$ cat src/rtl/fswl_pkg.sv
package fswl_pkg;

  // Default sector count; the top level hands its parameter down.
  localparam int unsigned NUM_SECTORS_DEF = 4;

  localparam logic [31:0] HDR_MAGIC = 32'h224e8d1e;

  // Stream widths; the tdata widths are padded up to whole bytes.
  localparam int unsigned IN_TDATA_W  = 256;
  localparam int unsigned IN_TUSER_W  = 2;
  localparam int unsigned OUT_TDATA_W = 152;

  typedef enum logic [1:0] {
    CMD_LOAD   = 2'd0,
    CMD_LOOKUP = 2'd1,
    CMD_ALLOC  = 2'd2
  } cmd_e;

  // Datapath operations, issued one per cycle by the controller.
  typedef enum logic [3:0] {
    OP_NOP,
    OP_CUR_CLR,
    OP_CUR_ITEM,
    OP_CUR_HOLD,
    OP_HOLD,
    OP_BEST_CLR,
    OP_CAND,
    OP_PREP,
    OP_CK_WEAR,
    OP_CK_VER,
    OP_CK_FIN,
    OP_WR_LOAD,
    OP_WR_ALLOC,
    OP_RES
  } op_e;

  typedef struct packed {
    logic capture;
    op_e  op;
  } ctl_cmd_t;

  typedef struct packed {
    cmd_e        cmd;
    logic [1:0]  sector_sel;
    logic [6:0]  device_address;
    logic [31:0] header_magic;
    logic [63:0] header_wear;
    logic [63:0] header_version;
    logic [63:0] header_pad;
    logic [15:0] header_sum;
  } item_t;

  typedef struct packed {
    logic        ok;
    logic [1:0]  sector_out;
    logic [63:0] wear_out;
    logic [63:0] version_out;
    logic [15:0] checksum_out;
  } result_t;

  typedef struct packed {
    logic [6:0]  addr;
    logic [63:0] version;
    logic [63:0] wear;
  } entry_t;

  // 16-bit sum of the eight bytes of a word.
  function automatic logic [15:0] byte_sum64(input logic [63:0] v);
    logic [15:0] s;
    s = '0;
    for (int i = 0; i < 8; i++) begin
      s = s + 16'(v[8*i +: 8]);
    end
    return s;
  endfunction

  localparam logic [15:0] MAGIC_SUM = byte_sum64({32'd0, HDR_MAGIC});

endpackage

$ cat src/rtl/fswl_dpath.sv
module fswl_dpath #(
  parameter int unsigned NUM_SECTORS = fswl_pkg::NUM_SECTORS_DEF,
  localparam int unsigned IdxW = $clog2(NUM_SECTORS)
) (
  input  logic               clk_i,
  input  logic               rst_ni,
  input  fswl_pkg::ctl_cmd_t ctl_cmd_i,
  input  logic [IdxW-1:0]    rd_idx_i,
  input  fswl_pkg::item_t    item_i,
  output fswl_pkg::cmd_e     item_cmd_o,
  output fswl_pkg::result_t  res_o
);

  fswl_pkg::item_t   item_q;
  fswl_pkg::op_e     op_q;
  logic [IdxW-1:0]   idx_q;

  // Sector table: address, version and wear in memory, valid marks in flops.
  fswl_pkg::entry_t  entry_mem [NUM_SECTORS];
  fswl_pkg::entry_t  rd_q;
  logic [NUM_SECTORS-1:0] valid_q;

  // Running "current version" search for one key address.
  logic              cur_found_q;
  logic [63:0]       cur_ver_q;
  logic [63:0]       cur_wear_q;
  logic [IdxW-1:0]   cur_idx_q;
  logic              first_found_q;
  logic [IdxW-1:0]   first_idx_q;

  // Sector under test in the candidate pass.
  fswl_pkg::entry_t  hold_q;
  logic [IdxW-1:0]   hold_idx_q;

  logic              best_found_q;
  logic [63:0]       best_wear_q;
  logic [IdxW-1:0]   best_first_q;
  logic [IdxW-1:0]   best_idx_q;

  logic [IdxW-1:0]   pick_q;
  logic              alloc_ok_q;
  logic [63:0]       new_ver_q;
  logic [63:0]       new_wear_q;
  logic [15:0]       ck_q;
  logic              load_ok_q;
  fswl_pkg::result_t res_q;
  fswl_pkg::result_t res_d;

  logic [6:0]        key_addr;
  logic              addr_hit;
  logic              ver_hit;
  logic              any_inv;
  logic [IdxW-1:0]   first_inv;
  logic              sel_in_range;
  logic [IdxW-1:0]   sel_idx;
  logic              is_load;
  logic [63:0]       ck_wear_src;
  logic [63:0]       ck_ver_src;
  logic [63:0]       ck_pad_src;
  logic              hold_cand;
  logic              hold_better;
  logic              load_ok;
  logic              mem_we;
  logic [IdxW-1:0]   mem_wa;
  fswl_pkg::entry_t  mem_wd;
  logic [63:0]       prep_old_wear;

  assign item_cmd_o = item_q.cmd;
  assign res_o      = res_q;

  assign key_addr = (op_q == fswl_pkg::OP_CUR_HOLD) ? hold_q.addr : item_q.device_address;
  assign addr_hit = (rd_q.addr == key_addr);
  assign ver_hit  = valid_q[idx_q] && addr_hit && (rd_q.version > cur_ver_q);

  always_comb begin
    any_inv   = 1'b0;
    first_inv = '0;
    for (int i = NUM_SECTORS - 1; i >= 0; i--) begin
      if (!valid_q[i]) begin
        any_inv   = 1'b1;
        first_inv = IdxW'(i);
      end
    end
  end

  assign sel_in_range = (32'(item_q.sector_sel) < 32'(NUM_SECTORS));
  assign sel_idx      = IdxW'(item_q.sector_sel);
  assign is_load      = (item_q.cmd == fswl_pkg::CMD_LOAD);

  assign ck_wear_src = is_load ? item_q.header_wear    : new_wear_q;
  assign ck_ver_src  = is_load ? item_q.header_version : new_ver_q;
  assign ck_pad_src  = is_load ? item_q.header_pad     : 64'd0;

  // A sector that does not hold its address's newest version, and whose wear is not all ones, may be reused.
  // Order among equal wear: first appearance of the address, then sector.
  assign hold_cand   = (hold_q.version != cur_ver_q) && (hold_q.wear != '1);
  assign hold_better = !best_found_q || (hold_q.wear < best_wear_q) ||
                       ((hold_q.wear == best_wear_q) && (first_idx_q < best_first_q));

  assign load_ok = (item_q.header_magic == fswl_pkg::HDR_MAGIC) &&
                   (item_q.header_wear != 64'd0) && (item_q.header_version != 64'd0) &&
                   (item_q.header_pad == 64'd0) && (item_q.header_sum == ck_q);

  assign prep_old_wear = any_inv ? 64'd0 : best_wear_q;

  always_comb begin
    mem_we = 1'b0;
    mem_wa = sel_idx;
    mem_wd = '{addr: item_q.device_address, version: item_q.header_version,
               wear: item_q.header_wear};
    if (op_q == fswl_pkg::OP_WR_LOAD) begin
      mem_we = sel_in_range;
    end else if (op_q == fswl_pkg::OP_WR_ALLOC) begin
      mem_we = alloc_ok_q;
      mem_wa = pick_q;
      mem_wd = '{addr: item_q.device_address, version: new_ver_q, wear: new_wear_q};
    end
  end

  // Result of the command in hand; a load echoes its header, others are zero unless found or granted.
  always_comb begin
    res_d = '0;
    case (item_q.cmd)
      fswl_pkg::CMD_LOAD: begin
        if (sel_in_range) begin
          res_d.ok          = load_ok_q;
          res_d.sector_out  = item_q.sector_sel;
          res_d.wear_out    = item_q.header_wear;
          res_d.version_out = item_q.header_version;
        end
      end
      fswl_pkg::CMD_LOOKUP: begin
        if (cur_found_q) begin
          res_d.ok          = 1'b1;
          res_d.sector_out  = 2'(cur_idx_q);
          res_d.wear_out    = cur_wear_q;
          res_d.version_out = cur_ver_q;
        end
      end
      fswl_pkg::CMD_ALLOC: begin
        if (alloc_ok_q) begin
          res_d.ok           = 1'b1;
          res_d.sector_out   = 2'(pick_q);
          res_d.wear_out     = new_wear_q;
          res_d.version_out  = new_ver_q;
          res_d.checksum_out = ck_q;
        end
      end
      default: begin
        res_d = '0;
      end
    endcase
  end

  always_ff @(posedge clk_i) begin
    if (mem_we) begin
      entry_mem[mem_wa] <= mem_wd;
    end
    rd_q <= entry_mem[rd_idx_i];
  end

  always_ff @(posedge clk_i or negedge rst_ni) begin
    if (!rst_ni) begin
      op_q    <= fswl_pkg::OP_NOP;
      idx_q   <= '0;
      valid_q <= '0;
    end else begin
      op_q  <= ctl_cmd_i.op;
      idx_q <= rd_idx_i;
      if (mem_we) begin
        valid_q[mem_wa] <= (op_q == fswl_pkg::OP_WR_LOAD) ? load_ok : (new_ver_q != 64'd0);
      end
    end
  end

  always_ff @(posedge clk_i) begin
    if (ctl_cmd_i.capture) begin
      item_q <= item_i;
    end
    case (op_q)
      fswl_pkg::OP_CUR_CLR: begin
        cur_found_q   <= 1'b0;
        cur_ver_q     <= '0;
        first_found_q <= 1'b0;
      end
      fswl_pkg::OP_CUR_ITEM, fswl_pkg::OP_CUR_HOLD: begin
        if (ver_hit) begin
          cur_found_q <= 1'b1;
          cur_ver_q   <= rd_q.version;
          cur_wear_q  <= rd_q.wear;
          cur_idx_q   <= idx_q;
        end
        if (addr_hit && !first_found_q) begin
          first_found_q <= 1'b1;
          first_idx_q   <= idx_q;
        end
      end
      fswl_pkg::OP_HOLD: begin
        hold_q        <= rd_q;
        hold_idx_q    <= idx_q;
        cur_found_q   <= 1'b0;
        cur_ver_q     <= '0;
        first_found_q <= 1'b0;
      end
      fswl_pkg::OP_BEST_CLR: begin
        best_found_q <= 1'b0;
      end
      fswl_pkg::OP_CAND: begin
        if (hold_cand && hold_better) begin
          best_found_q <= 1'b1;
          best_wear_q  <= hold_q.wear;
          best_first_q <= first_idx_q;
          best_idx_q   <= hold_idx_q;
        end
      end
      fswl_pkg::OP_PREP: begin
        pick_q     <= any_inv ? first_inv : best_idx_q;
        alloc_ok_q <= any_inv || best_found_q;
        new_ver_q  <= cur_found_q ? cur_ver_q + 64'd1 : 64'd1;
        new_wear_q <= prep_old_wear + 64'd1;
      end
      fswl_pkg::OP_CK_WEAR: begin
        ck_q <= fswl_pkg::byte_sum64(ck_wear_src);
      end
      fswl_pkg::OP_CK_VER: begin
        ck_q <= ck_q + fswl_pkg::byte_sum64(ck_ver_src);
      end
      fswl_pkg::OP_CK_FIN: begin
        ck_q <= ck_q + fswl_pkg::byte_sum64(ck_pad_src) + fswl_pkg::MAGIC_SUM +
                16'(item_q.device_address);
      end
      fswl_pkg::OP_WR_LOAD: begin
        load_ok_q <= load_ok;
      end
      fswl_pkg::OP_RES: begin
        res_q <= res_d;
      end
      default: begin
      end
    endcase
  end

endmodule

$ cat src/rtl/fswl_ctrl.sv
module fswl_ctrl #(
  parameter int unsigned NUM_SECTORS = fswl_pkg::NUM_SECTORS_DEF,
  localparam int unsigned IdxW = $clog2(NUM_SECTORS)
) (
  input  logic               clk_i,
  input  logic               rst_ni,
  input  logic               in_valid_i,
  output logic               in_ready_o,
  input  logic               out_ready_i,
  output logic               out_valid_o,
  input  fswl_pkg::cmd_e     item_cmd_i,
  output fswl_pkg::ctl_cmd_t ctl_cmd_o,
  output logic [IdxW-1:0]    rd_idx_o
);

  typedef enum logic [3:0] {
    ST_IDLE,
    ST_DISPATCH,
    ST_HOLD,
    ST_INNER,
    ST_CAND,
    ST_ITEMCLR,
    ST_SCAN,
    ST_PREP,
    ST_CK_WEAR,
    ST_CK_VER,
    ST_CK_FIN,
    ST_WRITE,
    ST_RES,
    ST_DONE
  } state_e;

  localparam logic [IdxW-1:0] LastIdx = IdxW'(NUM_SECTORS - 1);

  state_e          state_q;
  logic [IdxW-1:0] s_q;
  logic [IdxW-1:0] t_q;
  logic            out_valid_q;
  logic            res_go;

  assign in_ready_o  = (state_q == ST_IDLE);
  assign out_valid_o = out_valid_q;
  // The result register may be refilled once it is empty or drains this cycle.
  assign res_go      = !out_valid_q || out_ready_i;

  always_comb begin
    ctl_cmd_o = '{capture: 1'b0, op: fswl_pkg::OP_NOP};
    rd_idx_o  = '0;
    unique case (state_q)
      ST_IDLE:     ctl_cmd_o.capture = in_valid_i;
      ST_DISPATCH: begin
        unique case (item_cmd_i)
          fswl_pkg::CMD_LOOKUP: ctl_cmd_o.op = fswl_pkg::OP_CUR_CLR;
          fswl_pkg::CMD_ALLOC:  ctl_cmd_o.op = fswl_pkg::OP_BEST_CLR;
          default:              ctl_cmd_o.op = fswl_pkg::OP_NOP;
        endcase
      end
      ST_HOLD: begin
        ctl_cmd_o.op = fswl_pkg::OP_HOLD;
        rd_idx_o     = s_q;
      end
      ST_INNER: begin
        ctl_cmd_o.op = fswl_pkg::OP_CUR_HOLD;
        rd_idx_o     = t_q;
      end
      ST_CAND:     ctl_cmd_o.op = fswl_pkg::OP_CAND;
      ST_ITEMCLR:  ctl_cmd_o.op = fswl_pkg::OP_CUR_CLR;
      ST_SCAN: begin
        ctl_cmd_o.op = fswl_pkg::OP_CUR_ITEM;
        rd_idx_o     = t_q;
      end
      ST_PREP:     ctl_cmd_o.op = fswl_pkg::OP_PREP;
      ST_CK_WEAR:  ctl_cmd_o.op = fswl_pkg::OP_CK_WEAR;
      ST_CK_VER:   ctl_cmd_o.op = fswl_pkg::OP_CK_VER;
      ST_CK_FIN:   ctl_cmd_o.op = fswl_pkg::OP_CK_FIN;
      ST_WRITE: begin
        ctl_cmd_o.op = (item_cmd_i == fswl_pkg::CMD_LOAD) ? fswl_pkg::OP_WR_LOAD
                                                           : fswl_pkg::OP_WR_ALLOC;
      end
      ST_RES:      ctl_cmd_o.op = res_go ? fswl_pkg::OP_RES : fswl_pkg::OP_NOP;
      ST_DONE:     ctl_cmd_o.op = fswl_pkg::OP_NOP;
      default:     ctl_cmd_o.op = fswl_pkg::OP_NOP;
    endcase
  end

  always_ff @(posedge clk_i or negedge rst_ni) begin
    if (!rst_ni) begin
      state_q     <= ST_IDLE;
      s_q         <= '0;
      t_q         <= '0;
      out_valid_q <= 1'b0;
    end else begin
      if (out_valid_q && out_ready_i) begin
        out_valid_q <= 1'b0;
      end
      unique case (state_q)
        ST_IDLE: begin
          if (in_valid_i) begin
            state_q <= ST_DISPATCH;
          end
        end
        ST_DISPATCH: begin
          unique case (item_cmd_i)
            fswl_pkg::CMD_LOAD: state_q <= ST_CK_WEAR;
            fswl_pkg::CMD_LOOKUP: begin
              t_q     <= '0;
              state_q <= ST_SCAN;
            end
            fswl_pkg::CMD_ALLOC: begin
              s_q     <= '0;
              state_q <= ST_HOLD;
            end
            default: state_q <= ST_RES;
          endcase
        end
        ST_HOLD: begin
          t_q     <= '0;
          state_q <= ST_INNER;
        end
        ST_INNER: begin
          if (t_q == LastIdx) begin
            state_q <= ST_CAND;
          end else begin
            t_q <= t_q + 1'b1;
          end
        end
        ST_CAND: begin
          if (s_q == LastIdx) begin
            state_q <= ST_ITEMCLR;
          end else begin
            s_q     <= s_q + 1'b1;
            state_q <= ST_HOLD;
          end
        end
        ST_ITEMCLR: begin
          t_q     <= '0;
          state_q <= ST_SCAN;
        end
        ST_SCAN: begin
          if (t_q == LastIdx) begin
            state_q <= (item_cmd_i == fswl_pkg::CMD_ALLOC) ? ST_PREP : ST_RES;
          end else begin
            t_q <= t_q + 1'b1;
          end
        end
        ST_PREP:    state_q <= ST_CK_WEAR;
        ST_CK_WEAR: state_q <= ST_CK_VER;
        ST_CK_VER:  state_q <= ST_CK_FIN;
        ST_CK_FIN:  state_q <= ST_WRITE;
        ST_WRITE:   state_q <= ST_RES;
        ST_RES: begin
          if (res_go) begin
            state_q <= ST_DONE;
          end
        end
        ST_DONE: begin
          out_valid_q <= 1'b1;
          state_q     <= ST_IDLE;
        end
        default: state_q <= ST_IDLE;
      endcase
    end
  end

endmodule

$ cat src/rtl/flash_sector_wear_leveler_top.sv
// Sector metadata keeper for a flash-backed emulated EEPROM.
// Slave stream: one beat is one command. tuser carries the command (load header,
// lookup address, allocate for address); tdata carries sector select, device
// address and the header fields read from flash. Master stream: one result beat
// per command (ok flag, sector, wear, version, header checksum).
// Commands run one at a time. The sector table memory is read one entry per
// cycle: allocate runs a nested pass (every sector against every sector) to find
// each sector's newest version, then one more pass for the target address.
// s_axis_tready_o is high only between commands. A finished result sits in
// an output register; while it waits the next beat is still taken, and that
// command stalls just before its result is written until the old one leaves.
// Reset clears all valid marks: every sector reads as unused, no result pending.
module flash_sector_wear_leveler_top #(
  parameter int unsigned NUM_SECTORS = fswl_pkg::NUM_SECTORS_DEF,
  localparam int unsigned IdxW = $clog2(NUM_SECTORS)
) (
  input  logic                             clk_i,
  input  logic                             rst_ni,
  input  logic                             s_axis_tvalid_i,
  output logic                             s_axis_tready_o,
  // tdata, low bit up: sector_sel[1:0], device_address[8:2], header_magic[40:9],
  // header_wear[104:41], header_version[168:105], header_pad[232:169],
  // header_sum[248:233], zero fill [255:249]
  input  logic [fswl_pkg::IN_TDATA_W-1:0]  s_axis_tdata_i,
  // tuser: cmd[1:0]
  input  logic [fswl_pkg::IN_TUSER_W-1:0]  s_axis_tuser_i,
  output logic                             m_axis_tvalid_o,
  input  logic                             m_axis_tready_i,
  // tdata, low bit up: ok[0], sector_out[2:1], wear_out[66:3],
  // version_out[130:67], checksum_out[146:131], zero fill [151:147]
  output logic [fswl_pkg::OUT_TDATA_W-1:0] m_axis_tdata_o
);

  fswl_pkg::item_t    item;
  fswl_pkg::ctl_cmd_t ctl_cmd;
  fswl_pkg::cmd_e     item_cmd;
  fswl_pkg::result_t  res;
  logic [IdxW-1:0]    rd_idx;

  // Unpack the command beat.
  assign item = '{
    cmd:            fswl_pkg::cmd_e'(s_axis_tuser_i),
    sector_sel:     s_axis_tdata_i[1:0],
    device_address: s_axis_tdata_i[8:2],
    header_magic:   s_axis_tdata_i[40:9],
    header_wear:    s_axis_tdata_i[104:41],
    header_version: s_axis_tdata_i[168:105],
    header_pad:     s_axis_tdata_i[232:169],
    header_sum:     s_axis_tdata_i[248:233]
  };

  assign m_axis_tdata_o = {5'd0, res.checksum_out, res.version_out, res.wear_out,
                           res.sector_out, res.ok};

  fswl_ctrl #(
    .NUM_SECTORS (NUM_SECTORS)
  ) u_ctrl (
    .clk_i       (clk_i),
    .rst_ni      (rst_ni),
    .in_valid_i  (s_axis_tvalid_i),
    .in_ready_o  (s_axis_tready_o),
    .out_ready_i (m_axis_tready_i),
    .out_valid_o (m_axis_tvalid_o),
    .item_cmd_i  (item_cmd),
    .ctl_cmd_o   (ctl_cmd),
    .rd_idx_o    (rd_idx)
  );

  fswl_dpath #(
    .NUM_SECTORS (NUM_SECTORS)
  ) u_dpath (
    .clk_i      (clk_i),
    .rst_ni     (rst_ni),
    .ctl_cmd_i  (ctl_cmd),
    .rd_idx_i   (rd_idx),
    .item_i     (item),
    .item_cmd_o (item_cmd),
    .res_o      (res)
  );

  // One command at a time: an accepted beat closes the input until it is done.
  a_single_cmd: assert property (@(posedge clk_i) disable iff (!rst_ni)
    (s_axis_tvalid_i && s_axis_tready_o) |=> !s_axis_tready_o)
    else $error("input accepted while a command is in progress");

  // Table reads never go past the last sector.
  a_idx_range: assert property (@(posedge clk_i) disable iff (!rst_ni)
    ({1'b0, rd_idx} < (IdxW+1)'(NUM_SECTORS)))
    else $error("sector table read index out of range");

  // A result only shows up after the datapath formed it.
  a_res_source: assert property (@(posedge clk_i) disable iff (!rst_ni)
    $rose(m_axis_tvalid_o) |-> $past(ctl_cmd.op == fswl_pkg::OP_RES, 2))
    else $error("result valid without a result update");

endmodule

$ cat config.mk
export PLATFORM = sky130hd
export DESIGN_NAME = flash_sector_wear_leveler_top
export DESIGN_NICKNAME = d
export VERILOG_FILES = /design/src/rtl/fswl_pkg.sv /design/src/rtl/fswl_dpath.sv /design/src/rtl/fswl_ctrl.sv /design/src/rtl/flash_sector_wear_leveler_top.sv
export SDC_FILE = /design/constraint.sdc
export NUM_CORES = 2
export LEC_CHECK = 0
export BUFFER_PORTS_ARGS = -buffer_cell sky130_fd_sc_hd__buf_4
export CAP_MARGIN = 20
export CORE_ASPECT_RATIO = 1.75
export CORE_MARGIN = 5
export CORE_UTILIZATION = 40
export DETAILED_ROUTE_END_ITERATION = 10
export SYNTH_ARGS = -nofsm -noshare
export SYNTH_HDL_FRONTEND = slang
export SYNTH_HIERARCHICAL = 1
export SYNTH_SLANG_ARGS = --single-unit
export TNS_END_PERCENT = 100
$ cat constraint.sdc
create_clock -name clk_i -period 25.5 [get_ports clk_i]
set_input_delay 5.1 -clock clk_i [delete_from_list [all_inputs] [get_ports clk_i]]
set_output_delay 5.1 -clock clk_i [all_outputs]
set_load 0.01 [all_outputs]
== Word-level counts from Yosys, hierarchy flattened ==
Memory sizes are Yosys's and may differ from the RTL's. A register that Yosys moved wholly into a read port is not among the register bits.
Cells that the tools add are included.

* $add $sub $neg: 29
* Magnitude comparators: 6
* Equality and inequality tests: 47
* Mux-type cells: 62
* Reduce and logical (&&, ||, !) cells: 45

{| class="wikitable"
|+ Operator list
! cell !! number
|-
| $pmux 131 s3 || 1
|-
| $mux 64 || 5
|-
| $add 16x8->16 || 18
|-
| $mux 128 || 2
|-
| $reduce_bool 64->1 || 3
|-
| $mux 147 || 1
|-
| $mux 131 || 1
|-
| $add 64x1->64 const B || 2
|-
| $pmux 64 s2 || 1
|-
| $eq 64x64->1 || 1
|-
| $gt 64x64->1 || 1
|-
| $logic_not 64->1 || 1
|-
| $lt 64x64->1 || 1
|-
| $ne 64x64->1 || 1
|-
| $ne 64x64->1 const B || 1
|-
| $pmux 4 s13 || 1
|-
| $eq 4x4->1 const B || 12
|-
| $pmux 16 s3 || 1
|-
| $pmux 4 s12 || 1
|-
| $add 16x16->16 || 2
|-
| $eq 32x30->1 const B || 1
|-
| $eq 4x3->1 const B || 8
|-
| $add 8x8->9 || 3
|-
| $mux 4 || 6
|-
| other kinds (37) || 114
|}

* Flip-flop bits (word level): 905
* Bits in writable memories: 540
* Input port bits: 262
* Output and inout port bits: 154
* Memories kept: 1

{| class="wikitable"
|+ Memory list
! memory !! words !! width !! read ports !! clocked after Yosys merged registers in !! write ports !! RTL line !! text
|-
| u_dpath.entry_mem || 4 || 135 || 1 || 1 || 1 || fswl_dpath.sv:19 || <nowiki>fswl_pkg::entry_t entry_mem [NUM_SECTORS];</nowiki>
|}

== Logic depth before layout (Yosys ltp) ==
* Depth after elaboration: 13
* Gate-level depth with buffers: 24

== Modules after synthesis ==
Netlist, hierarchy kept.

{| class="wikitable"
|+ By module, submodules not included
! module !! instances !! cells an instance !! area each (um2)
|-
| fswl_dpath || 1 || 4491 || 69072.5
|-
| fswl_ctrl || 1 || 108 || 905.9
|-
| flash_sector_wear_leveler_top || 1 || 6 || 41.3
|}

== Worst setup path before layout ==
OpenSTA, ideal clock, no wires.

* Kind: input port to flip-flop
* From: input port s_axis_tvalid_i
* To: register u_dpath.item_q (netlist bit u_dpath/item_cmd_o[0]) (enable)
* Arrival: 10.843 ns
* Data required time: 24.854 ns
* Setup slack: 14.011 ns
* Cell stages on the path: 1
* Buffers on the path: 0
* Path through: and3_1

* Word-level cells in the longest chain between the ends: 1

{| class="wikitable"
|+ Ends and longest elaborated chain
! element !! RTL line !! text
|-
| start, declared || flash_sector_wear_leveler_top.sv:19 || <nowiki>input logic s_axis_tvalid_i,</nowiki>
|-
| $mux 1 || fswl_ctrl.sv:49 || <nowiki>unique case (state_q)</nowiki>
|-
| end signal, assigned || fswl_dpath.sv:178 || <nowiki>item_q <= item_i;</nowiki>
|-
| end, declared || fswl_dpath.sv:14 || <nowiki>fswl_pkg::item_t item_q;</nowiki>
|}

Every way passes these cells.
A chain may end at the register's enable or synchronous reset.

== Worst setup path after layout ==
* From: register u_dpath.item_q (netlist bit u_dpath/item_cmd_o[1])
* To: register u_dpath.ck_q[15], data pin

* Word-level cells in the longest chain between the ends: 13
* Elaborated cells between the ends (all ways): 30
* Those cells by class: add/sub (25); mux (4); reduce/logical (1)

{| class="wikitable"
|+ Ends and longest elaborated chain
! element !! RTL line !! text
|-
| $logic_not 2->1 (*) || fswl_dpath.sv:88 || <nowiki>assign is_load = (item_q.cmd == fswl_pkg::CMD_LOAD);</nowiki>
|-
| $mux 64 || fswl_dpath.sv:92 || <nowiki>assign ck_pad_src = is_load ? item_q.header_pad : 64'd0;</nowiki>
|-
| $add 8x8->9 || fswl_pkg.sv:72 || <nowiki>s = s + 16'(v[8*i +: 8]);</nowiki>
|-
| $add 16x8->16 (6 in series) || fswl_pkg.sv:72 ||
|-
| $add 16x16->16 || fswl_dpath.sv:229 || <nowiki>ck_q <= ck_q + fswl_pkg::byte_sum64(ck_pad_src) + fswl_pkg::MAGIC_SUM +</nowiki>
|-
| $add 16x9->16 || fswl_dpath.sv:229 ||
|-
| $add 16x7->16 || fswl_dpath.sv:229 ||
|-
| $pmux 16 s3 (*) || fswl_dpath.sv:180 || <nowiki>case (op_q)</nowiki>
|-
| end signal, assigned || fswl_dpath.sv:223 || <nowiki>ck_q <= fswl_pkg::byte_sum64(ck_wear_src);</nowiki>
|-
| end signal, assigned || fswl_dpath.sv:226 || <nowiki>ck_q <= ck_q + fswl_pkg::byte_sum64(ck_ver_src);</nowiki>
|-
| end signal, assigned || fswl_dpath.sv:229 ||
|-
| end, declared || fswl_dpath.sv:44 || <nowiki>logic [15:0] ck_q;</nowiki>
|}

Every way passes the cells marked *; elsewhere a longest branch is shown, timed or not.

==> flow_summary.yaml <==
timing:
  relSlewSlack_pct: 10.9
  period_share_pct: 30.5
  setup_viol: 0
  tightest_slew_ns: 1.33
  hold_ws_ns: 0.401
  grt_setup_unrepaired: "false"
  maxSlewViolCount: 0
  period_needed_ns: 7.79
  max_freq_ghz: 0.128
  finClkSkew_ns: 0.0707
  finalHoldViolCount: 0
  setup_slack_ns: 17.72
  tns_ns: 0
layout:
  ff_latch_area_um2: 46000
  syn2layout_area_growth_pct: 15.8
  final_cell_mix: "edfxtp_1 (1,426), buf_4 (466), inv_1 (438)"
  stdcell_count: 7436
  stdcell_area_um2: 81100
  num-fill-cells: 15200
  final_layout_size_suffix_gt1_share_pct: 19.7
  nets: 5687
  utilization_pct: 46.5
  multi_input_area_um2: 21800
  layout_commonest_cell: "edfxtp_1"
worst_setup_path:
  reg2reg_to: "u_dpath/ck_q[15]"
  critPathMaxFanout: 96
  start_kind: "register"
  rr_startpoint: "u_dpath/item_cmd_o[1]"
  rrSetupSlack_ns: 17.72
  crit_type: "reg2reg"
  crit_path_start: "u_dpath/item_cmd_o[1]"
  r2r_cells: 19
  crit_arrival_ns: 8.32
  crit_end: "u_dpath/ck_q[15]"
  critPathCaptureType: "register"
  worst_ep_required_time_ns: 26.04
floorplanning:
  dieArea_um2: 184000
  die_h_um: 563
  rows: 203
  initial_core_util_pct: 40.1
  core_area_um2: 174000
  io_pins: 416
  fp.dieW_um: 326
clock_network:
  postCtsHoldBufs: 0
  cts_setup_buffers: 0
  cts.sinks: 1580
  cts_buffer_depth: 4
  htreeDepth: 4
  cts_tree: "done"
  root_buffer: "clkbuf_16"
  cts_buffers: 157
  clk-insertion-delay-late_ns: 0.83
  ctsResizeCount: 0
  clk_pin_slew_ns: 0.07
placement:
  routabilityCongestion: 1.00
  portBuffers: 403
  dp_hpwl_um: 161000
  dp.cells: 7154
  pre_cts_ws_ns: 17.94
  dpl_cell_area_um2: 75800
global_routing:
  grt_pass1_wl_um: 312000
  grt_max_degree: 105
  use_met3_pct: 3.45
  met2_usage_pct: 42.2
  track_usage_pct: 23.7
  first_global_vias: 43000
  grt_busiest_layer: "met2"
  antenna_found_initial: 9
  use_met1_pct: 25.9
  grt-ovfl-total: 0
synthesis:
  yosys.area.top_type: "edfxtp_1"
  yosysWarningCount: 6
  yosys_most_used_dff: "edfxtp_1"
  yosysUniqueCellTypes: 85
  synth_edf_count: 1426
  synth_top_area_share_pct: 61.2
  synthesis.area_um2: 70000
  yosysSeqAreaShare_pct: 65.7
  synth_area_leaders: "edfxtp_1 (61%), fa_1 (4.7%), mux4_2 (4.4%)"
  syn_area_per_cell_um2: 15.2
  synthArstFlopShare_pct: 1.20
  ys_seq_elements: 1580
  synth_cells: 4605
run:
  maxCapViolCount: 0
pwr:
  clock_power_share_pct: 24.5
  p_switching_mw: 3.64
  power_frac_seq_pct: 37.7
  internal-power_mw: 6.21
  cellPowerDensity_nw_per_um2: 121
  netSwitchingFraction_pct: 37.0
  ir_drop_v: 0.000148
  p_leak_nw: 29.4
  combPwrFrac_pct: 37.9
  total_power_mw: 9.84
drt:
  drc: 0
  drt_wl_total_um: 222000
  vias_per_cell: 5.57
  num_vias: 41400
  dr.pass1.iters: 7
  post_drt_wl_per_cell_um: 29.9
  ant_nets: 0
  drtIter0Drc: 3888
status:
  outcome: "finished clean"
worst_hold_path:
  min_path_type: "reg2reg"
-- cells by family after synthesis --
logic type                 after synthesis  share of synthesized area (%)
other                                    1                        0.00536
adders and majority gates              365                           8.27
buffers and inverters                  616                           3.38
AOI/OAI and AO/OA                      408                           4.19
and+or+nand+nor                       1056                           7.89
muxes                                  360                           7.82
xor gates and xnor gates               219                           2.75
DFF                                   1580                           65.7
-- registers in the layout, indices dropped and copies added, names as in the netlist, 4 cells and up --
register and cells:
u_dpath/entry_mem 540, u_dpath/item_q 247, u_dpath/res_o 147, u_dpath/hold_q 135, u_dpath/rd_q 135, u_dpath/best_wear_q 64
u_dpath/cur_ver_q 64, u_dpath/cur_wear_q 64, u_dpath/new_ver_q 64, u_dpath/new_wear_q 64, u_dpath/ck_q 16, u_ctrl/state_q 4
u_dpath/op_q 4, u_dpath/valid_q 4
-- worst max-delay path, cell delays in order (launching register included) --
cell      delay, ns
edfxtp_1       0.51
nor2_4         0.71
buf_4          0.64
buf_12         0.48
mux2i_1        0.54
fa_1           0.49
inv_1          0.09
fa_1           0.43
fa_1           0.49
inv_1          0.05
fa_1           0.63
inv_1          0.07
ha_1           0.29
a21o_1         0.18
a21oi_1        0.29
o211ai_1       0.17
a311oi_1       0.74
o21ai_0        0.18
a31oi_1        0.21
o22ai_1        0.09
-- power groups by stage --
stage / Combinational (mW) / Clock, mW / Sequential (mW)
3_3_place_gp: 3.68 / 0 / 3.75
5_1_grt: 4.10 / 2.56 / 3.73
6_report: 3.73 / 2.41 / 3.71
2_1_floorplan: 2.51 / 0 / 3.58
4_1_cts: 3.76 / 2.46 / 3.70
3_5_place_dp: 3.72 / 0 / 3.75
-- area by class of cell --
type / count / share of cell area, %
Timing Repair Buffer: 471 / 4.38
Clock buffer: 212 / 5.41
Multi-Input combinational cell: 2413 / 26.9
Inverter: 438 / 2.03
Tap cell: 2255 / 3.48
Sequential cell: 1580 / 56.7
Antenna cell: 1 / 0.00309
Clock inverter: 66 / 1.11
-- synthesized netlist by cell type (5+ instances only) --
master	count
xnor2_1	202
nand2_1	319
o211ai_1	11
clkbuf_1	128
mux2_2	133
a211oi_1	10
nand2b_1	23
nand4_1	113
a222oi_1	82
nor2_1	123
nor2b_1	22
nand3_1	60
mux4_2	136
a21oi_1	85
o31ai_1	6
inv_1	438
o22ai_1	8
or2_2	5
xor2_1	16
fa_1	163
dfxtp_1	135
and3_1	20
buf_2	10
o21ai_0	65
buf_1	30
nor3_1	51
or3_1	27
buf_4	8
edfxtp_1	1426
and4_1	12
and2_1	159
a31oi_1	10
nor4_1	87
ha_1	201
dfrtp_1	19
a22oi_1	55
nor4b_1	7
a21boi_0	10
mux2i_1	90
a21o_1	20
o21a_1	6
-- worst min-delay path by stage --
stage	start	to	slack [ns]	cells past startpoint
6_report	u_dpath/rd_q[40]	u_dpath/hold_q[40]	0.40	0
4_1_cts	u_dpath/rd_q[40]	u_dpath/hold_q[40]	0.39	0
3_5_place_dp	u_dpath/rd_q[24]	u_dpath/hold_q[24]	0.42	0
2_1_floorplan	u_dpath/hold_idx_q[0]	u_dpath/best_idx_q[0]	0.40	0
3_3_place_gp	u_dpath/hold_idx_q[1]	u_dpath/best_idx_q[1]	0.40	0
5_1_grt	u_dpath/rd_q[40]	u_dpath/hold_q[40]	0.40	0
-- layer usage --
layer	part of all wire [%]	wire, um	up-vias
met1	35	77000	21000
li1	-	-	18100
met2	51	113000	1827
met3	5.6	12400	555
met5	0.0090	20	-
met4	8.7	19200	2
(Power assumes the default switching activity.)
